$ cat src/rtl/core/d8fd_pkg.sv
package d8fd_pkg;

  localparam int ELEV_WIDTH_DEF = 32;
  localparam int N_LANE = 8;
  localparam int W_FRAC = 16;

  // 1/sqrt2 in Q16
  localparam logic [W_FRAC-1:0] W_DIAG = 16'd46341;

  localparam logic [3:0] DIR_NW      = 4'd0;
  localparam logic [3:0] DIR_W       = 4'd1;
  localparam logic [3:0] DIR_SW      = 4'd2;
  localparam logic [3:0] DIR_N       = 4'd3;
  localparam logic [3:0] CODE_FLAT   = 4'd4;
  localparam logic [3:0] DIR_S       = 4'd5;
  localparam logic [3:0] DIR_NE      = 4'd6;
  localparam logic [3:0] DIR_E       = 4'd7;
  localparam logic [3:0] DIR_SE      = 4'd8;
  localparam logic [3:0] CODE_NODATA = 4'd9;

  // direction code of each lane, lanes in scan order NW N NE W E SW S SE
  localparam logic [3:0] SCAN_CODE [N_LANE] = '{
    DIR_NW, DIR_N, DIR_NE, DIR_W, DIR_E, DIR_SW, DIR_S, DIR_SE
  };

  typedef struct packed {
    logic valid;
    logic nodata;
  } d8fd_ctl_t;

endpackage

$ cat src/rtl/core/d8fd_drop.sv
module d8fd_drop import d8fd_pkg::*; #(
  parameter int EW = ELEV_WIDTH_DEF
) (
  input  logic                     clk,
  input  logic                     rst_n,
  input  logic                     load,
  input  logic                     in_valid,
  input  logic [N_LANE-1:0][EW-1:0] nbr,
  input  logic [EW-1:0]            center,
  input  logic [EW-1:0]            nodata,
  output d8fd_ctl_t                ctl_o,
  output logic [N_LANE-1:0]        lane_v_r,
  output logic [N_LANE-1:0][EW:0]  drop_r
);

  logic                    valid_r;
  logic                    nodata_r;
  logic [N_LANE-1:0]       lane_v_nxt;
  logic [N_LANE-1:0][EW:0] drop_nxt;

  always_comb begin
    for (int n = 0; n < N_LANE; n++) begin
      lane_v_nxt[n] = (nbr[n] != nodata) && ($signed(nbr[n]) < $signed(center));
      // sign-extended difference, positive whenever the lane is below center
      drop_nxt[n]   = {center[EW-1], center} - {nbr[n][EW-1], nbr[n]};
    end
  end

  always_ff @(posedge clk) begin
    if (!rst_n) begin
      valid_r <= 1'b0;
    end else if (load) begin
      valid_r <= in_valid;
    end
  end

  always_ff @(posedge clk) begin
    if (load && in_valid) begin
      nodata_r <= (center == nodata);
      lane_v_r <= lane_v_nxt;
      drop_r   <= drop_nxt;
    end
  end

  assign ctl_o = '{valid: valid_r, nodata: nodata_r};

endmodule

$ cat config.mk
export PLATFORM = sky130hd
export DESIGN_NAME = d8fd_drop
export DESIGN_NICKNAME = d
export VERILOG_FILES = /design/src/rtl/core/d8fd_pkg.sv /design/src/rtl/core/d8fd_drop.sv
export SDC_FILE = /design/constraint.sdc
export NUM_CORES = 1
export LEC_CHECK = 0
export BUFFER_PORTS_ARGS = -buffer_cell sky130_fd_sc_hd__buf_4
export CORE_MARGIN = 4
export CORE_UTILIZATION = 45
export CTS_BUF_LIST = sky130_fd_sc_hd__clkbuf_4 sky130_fd_sc_hd__clkbuf_8 sky130_fd_sc_hd__clkbuf_16
export DETAILED_ROUTE_END_ITERATION = 7
export PLACE_DENSITY = 0.67
export SYNTH_ARGS = -nofsm -noshare
export SYNTH_HDL_FRONTEND = slang
export SYNTH_SLANG_ARGS = --single-unit
$ cat constraint.sdc
create_clock -name clk -period 8.4 [get_ports clk]
set_input_delay 0.42 -clock clk [delete_from_list [all_inputs] [get_ports clk]]
set_output_delay 0.42 -clock clk [all_outputs]
set_load 0.02 [all_outputs]
==> qor.csv <==
metric;value;unit
status;finished clean;
CP Cell Sequence;buf_4, inv_1, fa_1, nor2b_1, o21a_1, o21a_1, o41ai_1, a22o_1, o311ai_0, a21oi_1, o21a_1, o21ai_0, xor2_1;
share of layout cells above drive strength 1;0.205;
via count;25000;
Post-DP HPWL;89100;µm
Total GRT Usage;0.379;
# port buffers;597;
Core Box Area;56400;µm²
Layout Nets;3959;
final setup margin;4.64;ns
R2R setup slack;7.66;ns
hold path startpoint;rst_n;
initial detailed-routing violation count;2883;
WP buf/inv;2;
Post-synth EDFFs;273;
slowest stage cell, crit path;inv_1;
TritonCTS clock tree;built;
Crit path largest cell delay;0.60;ns
Yosys top cell by area;edfxtp_1;
Switch Pwr;2.01;mW
hold buffer count at CTS;0;
initial antenna violation count;12;
Tcrit/Tclk final;0.448;
Overflow after GRT;0;
Comb pwr share;0.374;
DRC Markers;0;
Max VDD drop;0.000120;V
most frequent CP cell;o21a_1;
Power Density;175;nW/µm²
Post-Place Worst Slack;4.15;ns
Hold Path Class;input port to flip-flop;
Final Hold Vio Count;0;
die span in x;246;µm
via/cell ratio;6.03;
Routed WL per cell;29.0;µm
hold path depth;2;
Mapped Cells;2792;
yosys warns;0;
htree depth;2;
CTS max path bufs;3;
sequential share of power;0.323;
final setup vio count;0;
clock share of power;0.303;
Row Count;87;
Synth cell types;80;
CTS Buf Count;36;
synthesized area per cell;9.17;µm²
Die Height;246;µm
WHS Endpoint;valid_r;
Max Slew Vio Count;0;
commonest cells after routing, fill and taps aside;598 x buf_4, 315 x inv_1, 273 x edfxtp_1, 264 x ha_1, 260 x xor2_1;
clock skew;0;ns
largest net degree at the start of global routing;169;
CTS sink count;274;
drt pass-1 iters;7;
register bit total from synthesis;274;
commonest non-fill, non-tap cell in the layout;buf_4;
fmax;266;MHz
Sw Ratio;0.358;
starting density of the core;0.454;
Arrival @ worst endpoint;4.08;ns
CP required;8.71;ns
top_reg_cell synth;edfxtp_1;
final instance area;32100;µm²
Pint;3.60;mW
Hold Slack;0.0674;ns
unrepaired setup endpoints after global routing;false;
start of the worst register-to-register path;valid_r;
global placer's final weighted congestion;1.01;
Setup crit start kind;input port;
CP Class;input port to flip-flop;
Routed Antenna Nets;0;
Skew-Pair Late Insertion Delay;0.55;ns
root buffer selected by CTS;clkbuf_16;
Syn Std Cell Area;25600;µm²
Area growth syn-to-layout;25.3;%
# Max-Cap Violations;0;
Async SR Flop Fraction;0;
fin crit period;3.76;ns
Worst setup EP type;flip-flop;
Die Footprint;60800;µm²
Setup TNS Final;0;ns
first-pass GRT wire length;165000;µm
Seq/Total Area, Yosys;0.321;
Reg-to-Reg End;valid_r;
P_leak;14.8;nW
Slew @ Worst Pin;1.31;ns
CTS resizes;0;
top cell type's share of synthesized area;0.320;
top cells by area, synth;edfxtp_1 32%, ha_1 13%, xor2_1 8.9%;
Slew HR;0.124;
Ports;598;
post-CTS setup buffers;0;
Worst Path Max Fanout;10;
syn_nets;3388;
Worst Reg-to-Reg Cells;2;
Clock Pin Slew Worst Setup and Hold Paths;0.06;ns
vias in the first global route;23700;
DRT Wirelength;120000;µm
Crit path max-delay family;compound AO/OA/AOI/OAI gates;
area post-placement;30800;µm²
-- layer usage --
metal	part of all wire	global-route usage
met1	0.38	0.483
met2	0.42	0.565
met3	0.12	0.105
met4	0.079	0.241
met5	0.00057	0
-- stage by stage --
step / power (mW) / std cells / util
final: 5.60 / 4152 / 0.569
after global routing: 5.81 / 4147 / 0.569
after CTS: 5.59 / 4146 / 0.569
after detailed placement: 3.88 / 4081 / 0.546
after global placement: 3.87 / 4081 / 0.546
after floorplan: 3.05 / 2792 / -
-- logic make-up (layout without fill, tap and decap cells) --
| kind of cell | Yosys count | after routing | synth area share |
|---|---|---|---|
| adders and majority gates | 272 | 272 | 0.135 |
| AOI/OAI and AO/OA | 693 | 693 | 0.181 |
| buffers and inverters | 381 | 979 | 0.0562 |
| and+or+nand+nor | 659 | 659 | 0.131 |
| xor gates and xnor gates | 511 | 511 | 0.175 |
| other | 0 | 6 | 0 |
| DFF | 274 | 274 | 0.321 |
| muxes | 2 | 2 | 0.000782 |
-- state kept, by name (all words and copies together) (netlist names) --
signal,count
valid_r,1
drop_r,264
nodata_r,1
lane_v_r,8
-- area by class of cell --
class                   instances  area [µm²]
inverters                     315        1180
multi-input cells            2137       15900
clock inverters                19         259
fillers                      5116       24300
clock buffers                  46        1010
diodes                          6        15.0
flip-flops and latches        274        8220
well taps                     756         946
repair buffers                599        4510
-- synth_stat cells (12+ instances only) --
library cell,count
a211oi_1,21
a21o_1,157
a21oi_1,206
a31oi_1,24
and2_1,12
and3_1,22
clkbuf_1,63
edfxtp_1,273
ha_1,264
inv_1,315
nand2_1,130
nand2b_1,36
nand3_1,54
nand4_1,77
nor2_1,143
nor2b_1,55
nor3_1,36
nor4_1,65
o21a_1,41
o21ai_0,106
o21bai_1,30
xnor2_1,251
xor2_1,260
-- how the worst max path moves through the flow --
stage	startpoint	to	slack [ns]	cells past startpoint
2_1_floorplan	in_valid	drop_r[0]	1.13	1
3_3_place_gp	center[1]	drop_r[59]	4.32	13
3_5_place_dp	center[1]	drop_r[28]	4.15	13
4_1_cts	center[1]	drop_r[28]	4.75	13
5_1_grt	center[1]	drop_r[59]	4.51	13
6_report	center[1]	drop_r[28]	4.64	13
-- power by group through the flow --
stage,logic (mW),clock network (mW),registers (mW)
2_1_floorplan,1.05,0,2.00
3_3_place_gp,2.04,0,1.83
3_5_place_dp,2.05,0,1.83
4_1_cts,2.06,1.72,1.81
5_1_grt,2.23,1.77,1.82
6_report,2.10,1.70,1.81
No activity file was read; power rests on OpenSTA's default activity.
