<file path="src/rtl/core/d8fd_pkg.sv">
package d8fd_pkg;

  localparam int ELEV_WIDTH_DEF = 32;
  localparam int N_LANE = 8;
  localparam int W_FRAC = 16;

  // 1/sqrt2 in Q16
  localparam logic [W_FRAC-1:0] W_DIAG = 16'd46341;

  localparam logic [3:0] DIR_NW      = 4'd0;
  localparam logic [3:0] DIR_W       = 4'd1;
  localparam logic [3:0] DIR_SW      = 4'd2;
  localparam logic [3:0] DIR_N       = 4'd3;
  localparam logic [3:0] CODE_FLAT   = 4'd4;
  localparam logic [3:0] DIR_S       = 4'd5;
  localparam logic [3:0] DIR_NE      = 4'd6;
  localparam logic [3:0] DIR_E       = 4'd7;
  localparam logic [3:0] DIR_SE      = 4'd8;
  localparam logic [3:0] CODE_NODATA = 4'd9;

  // direction code of each lane, lanes in scan order NW N NE W E SW S SE
  localparam logic [3:0] SCAN_CODE [N_LANE] = '{
    DIR_NW, DIR_N, DIR_NE, DIR_W, DIR_E, DIR_SW, DIR_S, DIR_SE
  };

  typedef struct packed {
    logic valid;
    logic nodata;
  } d8fd_ctl_t;

endpackage

</file>
<file path="src/rtl/core/d8fd_weight.sv">
module d8fd_weight import d8fd_pkg::*; #(
  parameter int EW = ELEV_WIDTH_DEF,
  parameter int PW = EW + 1 + W_FRAC
) (
  input  logic                     clk,
  input  logic                     rst_n,
  input  logic                     load,
  input  d8fd_ctl_t                ctl_i,
  input  logic [N_LANE-1:0]        lane_v_i,
  input  logic [N_LANE-1:0][EW:0]  drop_i,
  output d8fd_ctl_t                ctl_o,
  output logic [N_LANE-1:0][PW-1:0] prod_r,
  output logic [N_LANE-1:0][3:0]   code_r
);

  logic                      valid_r;
  logic                      nodata_r;
  logic [N_LANE-1:0][PW-1:0] prod_nxt;
  logic [N_LANE-1:0][3:0]    code_nxt;

  always_comb begin
    for (int n = 0; n < N_LANE; n++) begin
      if (!lane_v_i[n]) begin
        prod_nxt[n] = '0;
        code_nxt[n] = CODE_FLAT;
      end else if (!SCAN_CODE[n][0]) begin
        // even codes are the diagonals
        prod_nxt[n] = PW'(drop_i[n]) * PW'(W_DIAG);
        code_nxt[n] = SCAN_CODE[n];
      end else begin
        prod_nxt[n] = {drop_i[n], {W_FRAC{1'b0}}};
        code_nxt[n] = SCAN_CODE[n];
      end
    end
  end

  always_ff @(posedge clk) begin
    if (!rst_n) begin
      valid_r <= 1'b0;
    end else if (load) begin
      valid_r <= ctl_i.valid;
    end
  end

  always_ff @(posedge clk) begin
    if (load && ctl_i.valid) begin
      nodata_r <= ctl_i.nodata;
      prod_r   <= prod_nxt;
      code_r   <= code_nxt;
    end
  end

  assign ctl_o = '{valid: valid_r, nodata: nodata_r};

endmodule

</file>
<file path="config.mk">
export PLATFORM = sky130hd
export DESIGN_NAME = d8fd_weight
export DESIGN_NICKNAME = d
export VERILOG_FILES = /design/src/rtl/core/d8fd_pkg.sv /design/src/rtl/core/d8fd_weight.sv
export SDC_FILE = /design/constraint.sdc
export NUM_CORES = 2
export LEC_CHECK = 0
export ABC_AREA = 1
export BUFFER_PORTS_ARGS = -buffer_cell sky130_fd_sc_hd__buf_4
export CAP_MARGIN = 20
export CORE_ASPECT_RATIO = 1.75
export CORE_UTILIZATION = 45
export CTS_BUF_LIST = sky130_fd_sc_hd__clkbuf_16
export CTS_CLUSTER_DIAMETER = 30
export CTS_CLUSTER_SIZE = 16
export DETAILED_ROUTE_END_ITERATION = 8
export GPL_TIMING_DRIVEN = 0
export PLACE_DENSITY = 0.67
export SLEW_MARGIN = 20
export SYNTH_ARGS = -nofsm -noshare
export SYNTH_HDL_FRONTEND = slang
export SYNTH_SLANG_ARGS = --single-unit
</file>
<file path="constraint.sdc">
create_clock -name clk -period 9.51 [get_ports clk]
set_input_delay 0.4755 -clock clk [delete_from_list [all_inputs] [get_ports clk]]
set_output_delay 0.4755 -clock clk [all_outputs]
set_load 0.005 [all_outputs]
</file>
==> results.yml <==
clock_network:
  cts_buffer_depth: 3
  cts_sinks: 342
  insertion_delay_ns: 0.64
  cts_root_buf: "clkbuf_16"
  htree_levels: 3
  cts_tree: "built"
  cts.clk_slew.worst_paths_ns: 0.06
  cts_buffers: 67
yosys:
  yosysSeqAreaShare_pct: 21.3
  synth-main-ff-cell: "edfxtp_1"
  ys_warn_count: 0
  ys_ff_latch: 342
  async_reset_ff_share_pct: 0
  yosysUniqueCellTypes: 48
  ys_top_cells_by_area: "ha_1, edfxtp_1, fa_1, inv_1, nand2_1"
  syn_area_sq_um: 48100
  synth-edff-count: 341
  yosysMostFrequentCell: "inv_1"
  synthCells: 5602
  synth_common_cells: "inv_1, ha_1, nand2_1, fa_1, nor2_1"
  synth_area_per_cell_sq_um: 8.59
  yosysTopAreaCell: "ha_1"
  synth_top_area_share_pct: 21.5
sta:
  max_freq_mhz: 179
  post-route-period-util_pct: 58.7
  maxSlewViolCount: 0
  fin_worst_skew_ns: 0
  finalCriticalPeriod_ns: 5.58
  hold_viol: 0
  worst_pin_slew_ns: 0.838
  setup_viol: 0
  slew_headroom_pct: 43.5
  rsz0062_at_grt: "false"
placed_design:
  portBuffers: 619
  dpl_cell_area_sq_um: 54900
  place.gp.congestion: 1.00
  dp_cells: 7665
  post-dp-hpwl_microns: 152000
die:
  die_x_microns: 249
  fp.dieH_microns: 435
  pin_count: 703
  placeableCoreArea_sq_um: 106000
  initial_utilization_pct: 45.4
  num_rows: 158
  die_area_sq_um: 108000
worst_setup_path:
  critPathTopFamily: "adder cells"
  critPathArrivalTime_ns: 5.95
  cpPeakStageDelay_ns: 0.54
  crit_required_ns: 9.88
  cp_cell_sequence: "buf_4, ha_1, xnor2_1, inv_1, ha_1, or2_2, fa_1, inv_1, fa_1, fa_1, fa_1, inv_1, ha_1, a21oi_1, o21ai_0, a21boi_0, o21ai_0, nand2_1, nand3_1, o21ai_0, a21oi_1"
  rr_worst_depth: 2
  crit_path_top_delay_cell: "fa_1"
  crit_buf_inv: 4
  reg2reg_to: "valid_r"
  cp_max_fo: 6
  r2r_slack_ns: 8.84
  crit_type: "in2reg"
  end_kind: "flip-flop"
  crit_top_cell: "fa_1"
  cp-start-kind: "primary input"
  timing.rr.start: "valid_r"
finish:
  fin_cells: 7803
  fill_cells: 9916
  nets: 7970
  fin_area_sq_um: 57400
  syn_to_final_growth_pct: 19.2
  final_util_pct: 54.2
  drive_above_1_share_pct: 14.1
route:
  wl_microns: 172000
  initialDrtViolationCount: 2182
  drc: 0
  drtAntennaViolNets: 0
  viasPerCell: 5.17
  num_vias: 40300
  avgRoutedWirePerCell_microns: 22.1
  firstDrtPassIters: 6
worst_hold_path:
  whs_endpoint: "code_r[12]"
  hold_path_class: "in2reg"
  min-delay-start: "lane_v_i[3]"
  worst_hold_path.num_cells: 1
grt:
  grt_max_degree: 102
  grt_overflow: 0
  antenna_found_initial: 14
  grt_pass1_wl_microns: 252000
  grt_usage_pct: 31.7
  first_global_vias: 42400
flow_run:
  drv_cap: 0
run_status:
  status: "finished, final reports clean"
-- cells in the final DEF (no fill, tap or decap), drive strengths merged, types with 4 or more instances in the layout --
master	instances
a21o	50
buf	712
nand4	14
or2	18
nand2	762
conb	82
clkinvlp	6
ha	827
clkbuf	100
a31oi	19
o21bai	42
diode	9
nor3	42
xnor2	22
nor2	420
a21oi	387
a21boi	20
edfxtp	341
clkinv	16
o21a	20
xor2	102
fa	487
inv	1473
and3	4
nand3	141
bufinv	10
dlygate4sd3	5
nor4	10
o21ai	293
-- area by class of cell --
cell class	instances	area (sq um)	area share, %
Antenna cell	9	22.5	0.0392
Buffer	122	806	1.40
Clock buffer	67	1680	2.92
Clock inverter	57	748	1.30
Inverter	1448	5440	9.48
Multi-Input combinational cell	3770	31900	55.6
Sequential cell	342	10300	17.9
Tap cell	1360	1700	2.96
Timing Repair Buffer	628	4810	8.37
-- what timing repair did --
item / in CTS / in global routing
buffers inserted: 0 / 0
resized for setup: 0 / 0
hold buffers: 5 / 0
hold endpoints to repair: 5 / 0
-- worst register-to-register path, delay by kind of cell (launching register included) --
kind,cells,cell delay (ns)
DFF,1,0.38
AOI/OAI and AO/OA,1,0.14
and+or+nand+nor,1,0.08
-- layer usage --
metal / routed length [microns] / up-vias / GRT usage, %
met4: 15100 / 8 / 24.5
met1: 56600 / 19300 / 29.8
met5: 54 / - / 0
met2: 90800 / 1463 / 60.4
li1: - / 19100 / -
met3: 9740 / 480 / 5.79
-- kinds of logic after synthesis --
logic type	count (synthesis)	synth area share (%)
compound gates	836	9.53
xor+xnor	124	2.26
fa+ha+maj	1314	41.7
buf+inv	1570	13.0
flops	342	21.3
other cells	2	0.0156
simple gates	1414	12.2
-- worst max path at each step --
stage | from | endpoint | cells past startpoint
3_5_place_dp | drop_i[170] | prod_r[287] | 21
6_report | drop_i[170] | prod_r[287] | 21
2_1_floorplan | load | code_r[12] | 2
4_1_cts | drop_i[170] | prod_r[287] | 21
5_1_grt | drop_i[170] | prod_r[287] | 21
3_3_place_gp | load | prod_r[276] | 3
-- registers in the layout, summed over array words and instances, names as in the netlist --
name / count
valid_r: 1
nodata_r: 1
prod_r: 328
code_r: 12
-- stage by stage --
stage | hold WS (ns) | setup slack (ns) | TNS (ns)
after CTS | 0.00395 | 3.92 | 0
after detailed placement | 0.529 | 3.27 | 0
after global placement | 0.511 | -1.52 | -500.13
final | 0.0377 | 3.93 | 0
after floorplan | 0.448 | 1.74 | 0
after global routing | 0.0105 | 3.72 | 0
Power is left out: the tool's default activity adds up to more than one toggle a clock period on the data nets, which glitch-free logic cannot reach.
