<file path="src/rtl/core/d8fd_pkg.sv">
package d8fd_pkg;

  localparam int ELEV_WIDTH_DEF = 32;
  localparam int N_LANE = 8;
  localparam int W_FRAC = 16;

  // 1/sqrt2 in Q16
  localparam logic [W_FRAC-1:0] W_DIAG = 16'd46341;

  localparam logic [3:0] DIR_NW      = 4'd0;
  localparam logic [3:0] DIR_W       = 4'd1;
  localparam logic [3:0] DIR_SW      = 4'd2;
  localparam logic [3:0] DIR_N       = 4'd3;
  localparam logic [3:0] CODE_FLAT   = 4'd4;
  localparam logic [3:0] DIR_S       = 4'd5;
  localparam logic [3:0] DIR_NE      = 4'd6;
  localparam logic [3:0] DIR_E       = 4'd7;
  localparam logic [3:0] DIR_SE      = 4'd8;
  localparam logic [3:0] CODE_NODATA = 4'd9;

  // direction code of each lane, lanes in scan order NW N NE W E SW S SE
  localparam logic [3:0] SCAN_CODE [N_LANE] = '{
    DIR_NW, DIR_N, DIR_NE, DIR_W, DIR_E, DIR_SW, DIR_S, DIR_SE
  };

  typedef struct packed {
    logic valid;
    logic nodata;
  } d8fd_ctl_t;

endpackage

</file>
<file path="src/rtl/core/d8fd_cmp.sv">
module d8fd_cmp import d8fd_pkg::*; #(
  parameter int PW   = ELEV_WIDTH_DEF + 1 + W_FRAC,
  parameter int NIN  = N_LANE,
  parameter int NOUT = NIN / 2
) (
  input  logic                  clk,
  input  logic                  rst_n,
  input  logic                  load,
  input  d8fd_ctl_t             ctl_i,
  input  logic [NIN-1:0][PW-1:0] prod_i,
  input  logic [NIN-1:0][3:0]   code_i,
  output d8fd_ctl_t             ctl_o,
  output logic [NOUT-1:0][PW-1:0] prod_r,
  output logic [NOUT-1:0][3:0]  code_r
);

  logic                     valid_r;
  logic                     nodata_r;
  logic [NOUT-1:0][PW-1:0]  prod_nxt;
  logic [NOUT-1:0][3:0]     code_nxt;

  always_comb begin
    for (int i = 0; i < NOUT; i++) begin
      // later lane wins only on a strictly larger product
      if (prod_i[2*i+1] > prod_i[2*i]) begin
        prod_nxt[i] = prod_i[2*i+1];
        code_nxt[i] = code_i[2*i+1];
      end else begin
        prod_nxt[i] = prod_i[2*i];
        code_nxt[i] = code_i[2*i];
      end
    end
  end

  always_ff @(posedge clk) begin
    if (!rst_n) begin
      valid_r <= 1'b0;
    end else if (load) begin
      valid_r <= ctl_i.valid;
    end
  end

  always_ff @(posedge clk) begin
    if (load && ctl_i.valid) begin
      nodata_r <= ctl_i.nodata;
      prod_r   <= prod_nxt;
      code_r   <= code_nxt;
    end
  end

  assign ctl_o = '{valid: valid_r, nodata: nodata_r};

  for (genvar g = 0; g < NOUT; g++) begin : g_chk
    a_winner_max: assert property (@(posedge clk) disable iff (!rst_n)
      (load && ctl_i.valid) |=>
        (prod_r[g] >= $past(prod_i[2*g])) && (prod_r[g] >= $past(prod_i[2*g+1])))
      else $error("winner below one of its pair");

    a_flat_zero: assert property (@(posedge clk) disable iff (!rst_n)
      valid_r |-> ((prod_r[g] == '0) == (code_r[g] == CODE_FLAT)))
      else $error("flat code and zero product disagree");
  end

endmodule

</file>
<file path="config.mk">
export PLATFORM = sky130hd
export DESIGN_NAME = d8fd_cmp
export DESIGN_NICKNAME = d
export VERILOG_FILES = /design/src/rtl/core/d8fd_pkg.sv /design/src/rtl/core/d8fd_cmp.sv
export SDC_FILE = /design/constraint.sdc
export NUM_CORES = 1
export LEC_CHECK = 0
export ABC_CLOCK_PERIOD_IN_PS = 6700
export BUFFER_PORTS_ARGS = -buffer_cell sky130_fd_sc_hd__buf_2
export CAP_MARGIN = 30
export CORE_AREA = 2 2 248 250
export DETAILED_ROUTE_END_ITERATION = 8
export DIE_AREA = 0 0 250 252
export SKIP_CTS_REPAIR_TIMING = 1
export SYNTH_ARGS = -nofsm -noshare
export SYNTH_HDL_FRONTEND = slang
export SYNTH_SLANG_ARGS = --single-unit
</file>
<file path="constraint.sdc">
create_clock -name clk -period 6.7 [get_ports clk]
set_input_delay 0 -clock clk [delete_from_list [all_inputs] [get_ports clk]]
set_output_delay 0 -clock clk [all_outputs]
set_load 0.05 [all_outputs]
</file>
==> impl_metrics.env, run 1 <==
export IMPL_syn_area_um2=14100
export IMPL_grt_pass1_wl_um=69800
export IMPL_ys_top_cells_by_area="edfxtp_1 45%, ha_1 17%, mux2_1 13%"
export IMPL_gr_usage_all_layers=0.142
export IMPL_worstReg2RegStart="valid_r"
export IMPL_yosysMostFrequentCell="edfxtp_1"
export IMPL_hold_class="input port to register"
export IMPL_fin_setup_tns_ns=0
export IMPL_hold_start="ctl_i[1]"
export IMPL_critPathArrivalTime_ns=4.35
export IMPL_viasPerCell=4.42
export IMPL_hold_viol=0
export IMPL_synth_seq_area_share=0.455
export IMPL_power_frac_comb=0.323
export IMPL_p_int_w=0.00329
export IMPL_gp_congestion=0.912
export IMPL_wl_per_cell_um=17.2
export IMPL_setup_ws_ns=2.67
export IMPL_synth_edf_count=213
export IMPL_ys_dominant_reg_cell="edfxtp_1"
export IMPL_start_kind="input port"
export IMPL_ys_seq_elements=214
export IMPL_pwr_share_seq=0.342
export IMPL_synthSimpleGateAreaFrac=0.0574
export IMPL_crit_type="input port to register"
export IMPL_drv_slew=0
export IMPL_hpwl_um=39300
export IMPL_grt_pass1_vias=12200
export IMPL_cts_buffers=29
export IMPL_slew_headroom=0.401
export IMPL_vias=13500
export IMPL_leakagePower_nw=11.1
export IMPL_holdWs_ns=0.0894
export IMPL_die_w_um=250
export IMPL_endpoint_kind="register"
export IMPL_die_h_um=252
export IMPL_ys_warn_count=0
export IMPL_clk_root_buffer_cell="clkbuf_16"
export IMPL_cts_htree_levels=1
export IMPL_synth_compound_area_frac=0.0657
export IMPL_die_area_um2=63000
export IMPL_clkPwrFrac=0.335
export IMPL_first_pass_iters=5
export IMPL_p_per_area_nw_per_um2=206
export IMPL_rows=90
export IMPL_power_switching_w=0.00155
export IMPL_clk_latency_ns=0.58
export IMPL_synth_fa_ha_area_frac=0.174
export IMPL_synth_top_family_by_area="multiplexers"
export IMPL_cts_sinks=214
export IMPL_finalCritPeriodShare=0.601
export IMPL_synth_area_leader_cell="edfxtp_1"
export IMPL_final_util=0.390
export IMPL_synth_cell_type_count=44
export IMPL_vdd_drop_max_uv=178
export IMPL_num_io_pins=643
export IMPL_grt_max_degree=113
export IMPL_synthMuxAreaShare=0.182
export IMPL_port_buffers=642
export IMPL_async_flop_share=0
export IMPL_skew_ns=0
export IMPL_antenna_found_initial=2
export IMPL_syn_area_per_cell_um2=12.1
export IMPL_crit_start="prod_i[7]"
export IMPL_drc=0
export IMPL_syn_nets=1791
export IMPL_initialDrtViolationCount=541
export IMPL_status="complete, no violations"
export IMPL_area_growth_pct=66.6
export IMPL_clockBufferDepth=3
export IMPL_ys_top_cells_by_count="213 x edfxtp_1, 204 x inv_1, 196 x ha_1, 160 x mux2_1, 77 x a21oi_1"
export IMPL_power_w=0.00484
export IMPL_switching_share=0.320
export IMPL_drt_wl_total_um=52500
export IMPL_cts_reportedPaths_clkPinSlew_ns=0.06
export IMPL_rsz0062_at_grt="false"
export IMPL_synthCells=1166
export IMPL_netlist_area_leader_share=0.454
export IMPL_worst_slew_pin_slew_ns=0.899
export IMPL_ant_nets=0
export IMPL_finalCriticalPeriod_ns=4.03
export IMPL_final_setup_viol_count=0
export IMPL_coreArea_um2=60100
export IMPL_max_freq_ghz=0.248
export IMPL_grt_overflow=0
export IMPL_drv_cap=0
export IMPL_synthXorXnorAreaFrac=0
export IMPL_initial_core_util=0.234
export IMPL_worstPathRequired_ns=7.02
export IMPL_post_place_ws_ns=3.25
export IMPL_fin_nets=2873
export IMPL_drive_above_1_share=0.329
export IMPL_cts_tree="built"
export IMPL_critPathMaxFanout=27
==> registers in the layout, indices dropped and copies added (netlist names) <==
| signal | flops |
|---|---|
| prod_r | 196 |
| valid_r | 1 |
| nodata_r | 1 |
| code_r | 16 |
==> metrics by stage <==
step	area [µm²]	std cells
finish	23500	3052
global route	23500	3051
CTS	19200	2624
detailed placement	18200	2572
global placement	18200	2571
floorplan	14100	1166
==> critical path: stages <==
cell and delay, ns:
dlygate4sd3_1 0.54, buf_2 0.13, inv_1 0.05, ha_1 0.33, nand4_1 0.19, nor3_1 0.07
a2111oi_0 0.47, o31ai_1 0.14, a211oi_1 0.31, a31o_2 0.66, buf_4 0.48, mux2_1 0.37
dlygate4sd3_1 0.57
==> per-layer routing <==
metal / vias to the layer above / GRT usage / wire (µm)
met5: - / 0 / 13
met4: 2 / 0.0424 / 1590
met3: 102 / 0.0347 / 3370
met2: 521 / 0.255 / 27000
met1: 6407 / 0.166 / 20600
li1: 6448 / - / -
==> power groups by stage <==
stage / logic (W) / clock network (W) / registers [W]
floorplan: 0.000450 / 0 / 0.00207
global placement: 0.00122 / 0 / 0.00168
detailed placement: 0.00124 / 0 / 0.00168
CTS: 0.00125 / 0.00167 / 0.00166
global route: 0.00167 / 0.00172 / 0.00167
finish: 0.00156 / 0.00162 / 0.00166
==> cell type report <==
type	count	area, µm²
clock inverters	18	230
clock buffers	34	744
well taps	782	978
multi-input cells	724	6770
inverters	204	766
flip-flops and latches	214	6420
repair buffers	1075	7560
fillers	5715	36700
diodes	1	2.50
==> logic make-up (layout without fill, tap and decap cells) <==
group           after synthesis  count (layout)
compound gates              156             156
buf+inv                     228            1331
flops                       214             214
fa+ha+maj                   196             196
simple gates                161             161
other cells                   0               1
mux                         211             211
==> path summary, 6_finish.rpt <==
check | cells after the start | end | slack, ns
worst min-delay path | 2 | prod_r[44] | 0.09
worst max-delay path | 13 | prod_r[33] | 2.67
worst min register to register | 3 | valid_r | 1.14
worst max register to register | 3 | valid_r | 5.45
==> cells in the final DEF, fill, tap and decap left out, types with 39 or more instances in the layout <==
master	count
edfxtp_1	213
nand4_1	39
ha_1	196
nand2_1	53
dlygate4sd3_1	427
buf_2	642
mux2_1	160
inv_1	204
mux2_4	50
a21oi_1	77
Power figures use the tool's default switching activity.
==> run 2, diff against run 1 <==
--- a/config.mk
+++ b/config.mk
@@ -5,12 +5,12 @@
 export SDC_FILE = /design/constraint.sdc
 export NUM_CORES = 1
 export LEC_CHECK = 0
-export ABC_CLOCK_PERIOD_IN_PS = 6700
+export ABC_CLOCK_PERIOD_IN_PS = 3380
 export BUFFER_PORTS_ARGS = -buffer_cell sky130_fd_sc_hd__buf_2
 export CAP_MARGIN = 30
-export CORE_AREA = 2 2 248 250
+export CORE_AREA = 2 2 251 253
 export DETAILED_ROUTE_END_ITERATION = 8
-export DIE_AREA = 0 0 250 252
+export DIE_AREA = 0 0 253 255
 export SKIP_CTS_REPAIR_TIMING = 1
 export SYNTH_ARGS = -nofsm -noshare
 export SYNTH_HDL_FRONTEND = slang
==> constraint.sdc (replaced) <==
create_clock -name clk -period 3.38 [get_ports clk]
set_input_delay 0 -clock clk [delete_from_list [all_inputs] [get_ports clk]]
set_output_delay 0 -clock clk [all_outputs]
set_load 0.05 [all_outputs]
==> run 2 against run 1 <==
Effect of this change: the run now ends with negative setup slack left; first-iteration DRC count rose by 8.5%; critical endpoint is now prod_r[42]; worst setup slack got worse by 2.7 ns; wire length rose by 1.9%.
==> impl_metrics.env, run 2 (same netlist as run 1, synthesis figures left out) <==
export IMPL_die_w_um=253
export IMPL_crit_type="input port to register"
export IMPL_start_kind="input port"
export IMPL_largest_reg_flops=196
export IMPL_critPathMaxFanout=25
export IMPL_grt_max_degree=45
export IMPL_power_w=0.00936
export IMPL_die_h_um=255
export IMPL_reg_top3="prod_r: 196 flops, code_r: 16 flops"
export IMPL_drv_cap=0
export IMPL_cts_reportedPaths_clkPinSlew_ns=0.06
export IMPL_clockBufferDepth=3
export IMPL_setup_ws_ns=-0.0353
export IMPL_p_per_area_nw_per_um2=397
export IMPL_fin_setup_tns_ns=-0.0637
export IMPL_failed_checks="negative setup slack"
export IMPL_regMostFlops="prod_r"
export IMPL_vias=13700
export IMPL_first_pass_iters=5
export IMPL_final_setup_viol_count=4
export IMPL_coreArea_um2=62200
export IMPL_cts_tree="built"
export IMPL_endpoint_kind="register"
export IMPL_initialDrtViolationCount=587
export IMPL_final_util=0.380
export IMPL_leakagePower_nw=11.1
export IMPL_status="finished with violations"
export IMPL_cts_buffers=27
export IMPL_clk_latency_ns=0.55
export IMPL_vdd_drop_max_uv=339
export IMPL_slew_headroom=0.406
export IMPL_fin_cells=3087
export IMPL_hold_class="input port to register"
export IMPL_port_buffers=642
export IMPL_skew_ns=0
export IMPL_finalCritPeriodShare=1.01
export IMPL_layout_common_cells="642 x buf_2, 427 x dlygate4sd3_1, 213 x edfxtp_1"
export IMPL_antenna_found_initial=5
export IMPL_drc=0
export IMPL_fin_nets=2885
export IMPL_viasPerCell=4.44
export IMPL_reg2reg_slack_ns=2.12
export IMPL_grt_pass1_wl_um=68200
export IMPL_ant_nets=0
export IMPL_drive_above_1_share=0.332
export IMPL_final_common_cell="buf_2"
export IMPL_fill_cells=5977
export IMPL_hold_viol=0
export IMPL_num_io_pins=643
export IMPL_regArea_um2=6420
export IMPL_cts_htree_levels=1
export IMPL_finalCriticalPeriod_ns=3.42
export IMPL_clk_root_buffer_cell="clkbuf_16"
export IMPL_die_area_um2=64500
export IMPL_drt_wl_total_um=53500
export IMPL_gp_congestion=0.885
export IMPL_grt_pass1_vias=12100
export IMPL_worst_slew_pin_slew_ns=0.889
export IMPL_max_freq_ghz=0.293
export IMPL_hpwl_um=39800
export IMPL_wl_per_cell_um=17.3
export IMPL_place_inst=2603
export IMPL_worstPathRequired_ns=3.67
export IMPL_multi_input_area_um2=6770
export IMPL_initial_core_util=0.227
export IMPL_area_growth_pct=67.4
export IMPL_grt_overflow=0
export IMPL_gr_usage_all_layers=0.138
export IMPL_rows=92
export IMPL_cts_sinks=214
export IMPL_critPathArrivalTime_ns=3.70
export IMPL_drv_slew=0
run 2: final timing paths:
kind,start,end,cells past startpoint
hold / removal,ctl_i[0],nodata_r,2
hold reg to reg,valid_r,valid_r,3
setup reg to reg,valid_r,valid_r,3
setup / recovery,prod_i[14],prod_r[42],13
run 2: report_power, final:
group	switching, W	internal [W]
clock	0.00120	0.00176
combinational	0.00174	0.00137
sequential	0.0000698	0.00321
run 2: area by class of cell:
type,count,area share
clock buffers,33,0.0296
flip-flops and latches,214,0.272
clock inverters,15,0.00716
diodes,9,0.000955
well taps,799,0.0424
repair buffers,1089,0.328
inverters,204,0.0325
multi-input cells,724,0.287
run 2: metal layers:
layer  part of all wire  global-route usage
met1               0.39               0.156
met2               0.50               0.246
met3              0.074              0.0384
met4              0.041              0.0521
met5                  0                   0
run 2: per-stage QoR:
step | setup WS, ns | area (µm²) | hold WS, ns
final | -0.0353 | 23600 | 0.185
after global routing | -0.0535 | 23600 | 0.188
after CTS | 0.794 | 19300 | -0.399
after detailed placement | 0.199 | 18400 | 0.185
after global placement | 0.273 | 18400 | 0.180
after floorplan | 0.301 | 14100 | 0.0989
run 2: worst max-delay path, stage by stage:
cell	delay, ns
dlygate4sd3_1	0.52
buf_2	0.11
inv_1	0.04
ha_1	0.29
nand4_1	0.23
nor3_1	0.46
a22oi_1	0.19
a31oi_1	0.25
a211oi_1	0.10
a31o_2	0.36
buf_12	0.21
mux2_1	0.34
dlygate4sd3_1	0.59
==> run 3, diff against run 2 <==
--- a/config.mk
+++ b/config.mk
@@ -8,9 +8,9 @@
 export ABC_CLOCK_PERIOD_IN_PS = 3380
 export BUFFER_PORTS_ARGS = -buffer_cell sky130_fd_sc_hd__buf_2
 export CAP_MARGIN = 30
-export CORE_AREA = 2 2 251 253
+export CORE_AREA = 4 4 246 248
 export DETAILED_ROUTE_END_ITERATION = 8
-export DIE_AREA = 0 0 253 255
+export DIE_AREA = 0 0 250 252
 export SKIP_CTS_REPAIR_TIMING = 1
 export SYNTH_ARGS = -nofsm -noshare
 export SYNTH_HDL_FRONTEND = slang
==> run 3 against run 2 <==
Effect of this change: the flow now finishes without violations; worst hold slack improved by 0.014 ns; sequential cell count unchanged; global-route usage is 0.70 points higher; combinational power fell by 1%; clock power is essentially flat; worst setup slack improved by 0.13 ns; core utilization is 2.3 points higher; clock-buffer cell count grew 4; non-clock buffer count shrank 1.
==> impl_metrics.env, run 3 (same netlist as run 1, synthesis figures left out) <==
export IMPL_status="complete, no violations"
export IMPL_path_cells="dlygate4sd3_1, buf_2, ha_1, nand4_1, nor4_1, and3_1, o21ai_0, nand4_1, nand2_2, buf_12, mux2_1, dlygate4sd3_1"
export IMPL_drv_slew=0
export IMPL_critPathArrivalTime_ns=3.58
export IMPL_cts_tree="built"
export IMPL_num_io_pins=643
export IMPL_cts_buffers=26
export IMPL_worstPathRequired_ns=3.67
export IMPL_cts_htree_levels=1
export IMPL_hpwl_um=41200
export IMPL_viasPerCell=4.48
export IMPL_n_antenna_cell=0
export IMPL_grt_max_degree=51
export IMPL_skew_ns=0
export IMPL_largest_reg_flops=196
export IMPL_layout_common_cells="642 x buf_2, 427 x dlygate4sd3_1, 213 x edfxtp_1"
export IMPL_worst_slew_pin_slew_ns=0.836
export IMPL_endpoint_kind="register"
export IMPL_hold_viol=0
export IMPL_regMostFlops="prod_r"
export IMPL_final_util=0.403
export IMPL_p_per_area_nw_per_um2=395
export IMPL_reg_top3="prod_r: 196 flops, code_r: 16 flops"
export IMPL_drive_above_1_share=0.332
export IMPL_port_buffers=642
export IMPL_leakagePower_nw=11.1
export IMPL_die_h_um=252
export IMPL_max_freq_ghz=0.304
export IMPL_vias=13700
export IMPL_finalCriticalPeriod_ns=3.29
export IMPL_critical_path_top_delay_family="buffers and inverters"
export IMPL_grt_pass1_vias=12400
export IMPL_clockBufferDepth=3
export IMPL_ant_nets=0
export IMPL_first_pass_iters=5
export IMPL_drc=0
export IMPL_antenna_found_initial=2
export IMPL_cp_num_buf_inv=4
export IMPL_slew_headroom=0.443
export IMPL_crit_type="input port to register"
export IMPL_gp_congestion=0.949
export IMPL_die_w_um=250
export IMPL_gr_usage_all_layers=0.145
export IMPL_fin_nets=2883
export IMPL_cts_reportedPaths_clkPinSlew_ns=0.06
export IMPL_clk_root_buffer_cell="clkbuf_16"
export IMPL_wl_per_cell_um=18.0
export IMPL_drv_cap=0
export IMPL_area_growth_pct=67.1
export IMPL_fill_cells=5533
export IMPL_cts_sinks=214
export IMPL_hold_class="input port to register"
export IMPL_power_w=0.00929
export IMPL_grt_overflow=0
export IMPL_rows=89
export IMPL_grt_pass1_wl_um=71700
export IMPL_initial_core_util=0.241
export IMPL_clk_latency_ns=0.54
export IMPL_cpMaxStageDelayCell="nor4_1"
export IMPL_final_setup_viol_count=0
export IMPL_critPathMaxFanout=38
export IMPL_final_common_cell="buf_2"
export IMPL_drt_wl_total_um=54900
export IMPL_coreArea_um2=58500
export IMPL_start_kind="input port"
export IMPL_initialDrtViolationCount=729
export IMPL_finalCritPeriodShare=0.973
export IMPL_fin_setup_tns_ns=0
export IMPL_vdd_drop_max_uv=305
export IMPL_critPathMaxStageDelay_ns=0.59
export IMPL_die_area_um2=63000
## run 3: cell count changes in the layout (fill, tap and decap cells not counted)
cell	delta
bufinv_16	-1
clkinv_2	-3
clkbuf_8	+4
buf_16	+1
clkinvlp_4	+1
diode_2	-9
inv_6	+1
buf_12	-2
clkinv_1	-2
## run 3: per-layer routing
metal  GRT usage  up-vias  part of all wire
li1            -     6474                 -
met2       0.252      605              0.49
met1       0.168     6457              0.38
met5           0        -                 0
met3      0.0458      120             0.083
met4      0.0540        0             0.041
## run 3: layout make-up
type,count,area (µm²),share of cell area
flip-flops and latches,214,6420,0.273
clock buffers,37,753,0.0320
repair buffers,1088,7740,0.329
clock inverters,11,133,0.00563
multi-input cells,724,6770,0.288
inverters,204,766,0.0325
well taps,773,967,0.0411
## run 3: worst paths after layout
path	startpoint	endpoint	slack, ns	cells past startpoint
max	prod_i[391]	prod_r[169]	0.09	12
min	ctl_i[1]	prod_r[81]	0.20	2
max reg2reg	valid_r	valid_r	2.12	3
min reg2reg	valid_r	valid_r	1.16	3
## run 3: stage by stage
| step | worst slack [ns] | std cells | cell area [µm²] | hold slack, ns |
|---|---|---|---|---|
| floorplan | 0.301 | 1166 | 14100 | 0.0989 |
| global placement | 0.173 | 2575 | 18400 | 0.184 |
| detailed placement | 0.190 | 2576 | 18400 | 0.182 |
| CTS | 0.770 | 2624 | 19300 | -0.428 |
| global route | -0.0440 | 3051 | 23500 | 0.187 |
| finish | 0.0904 | 3051 | 23500 | 0.199 |
## run 3: power breakdown
part	total (W)	switching, W	leakage, nW	internal, W
combinational	0.00307	0.00175	8.67	0.00132
sequential	0.00329	0.0000752	2.01	0.00321
clock	0.00294	0.00117	0.432	0.00177
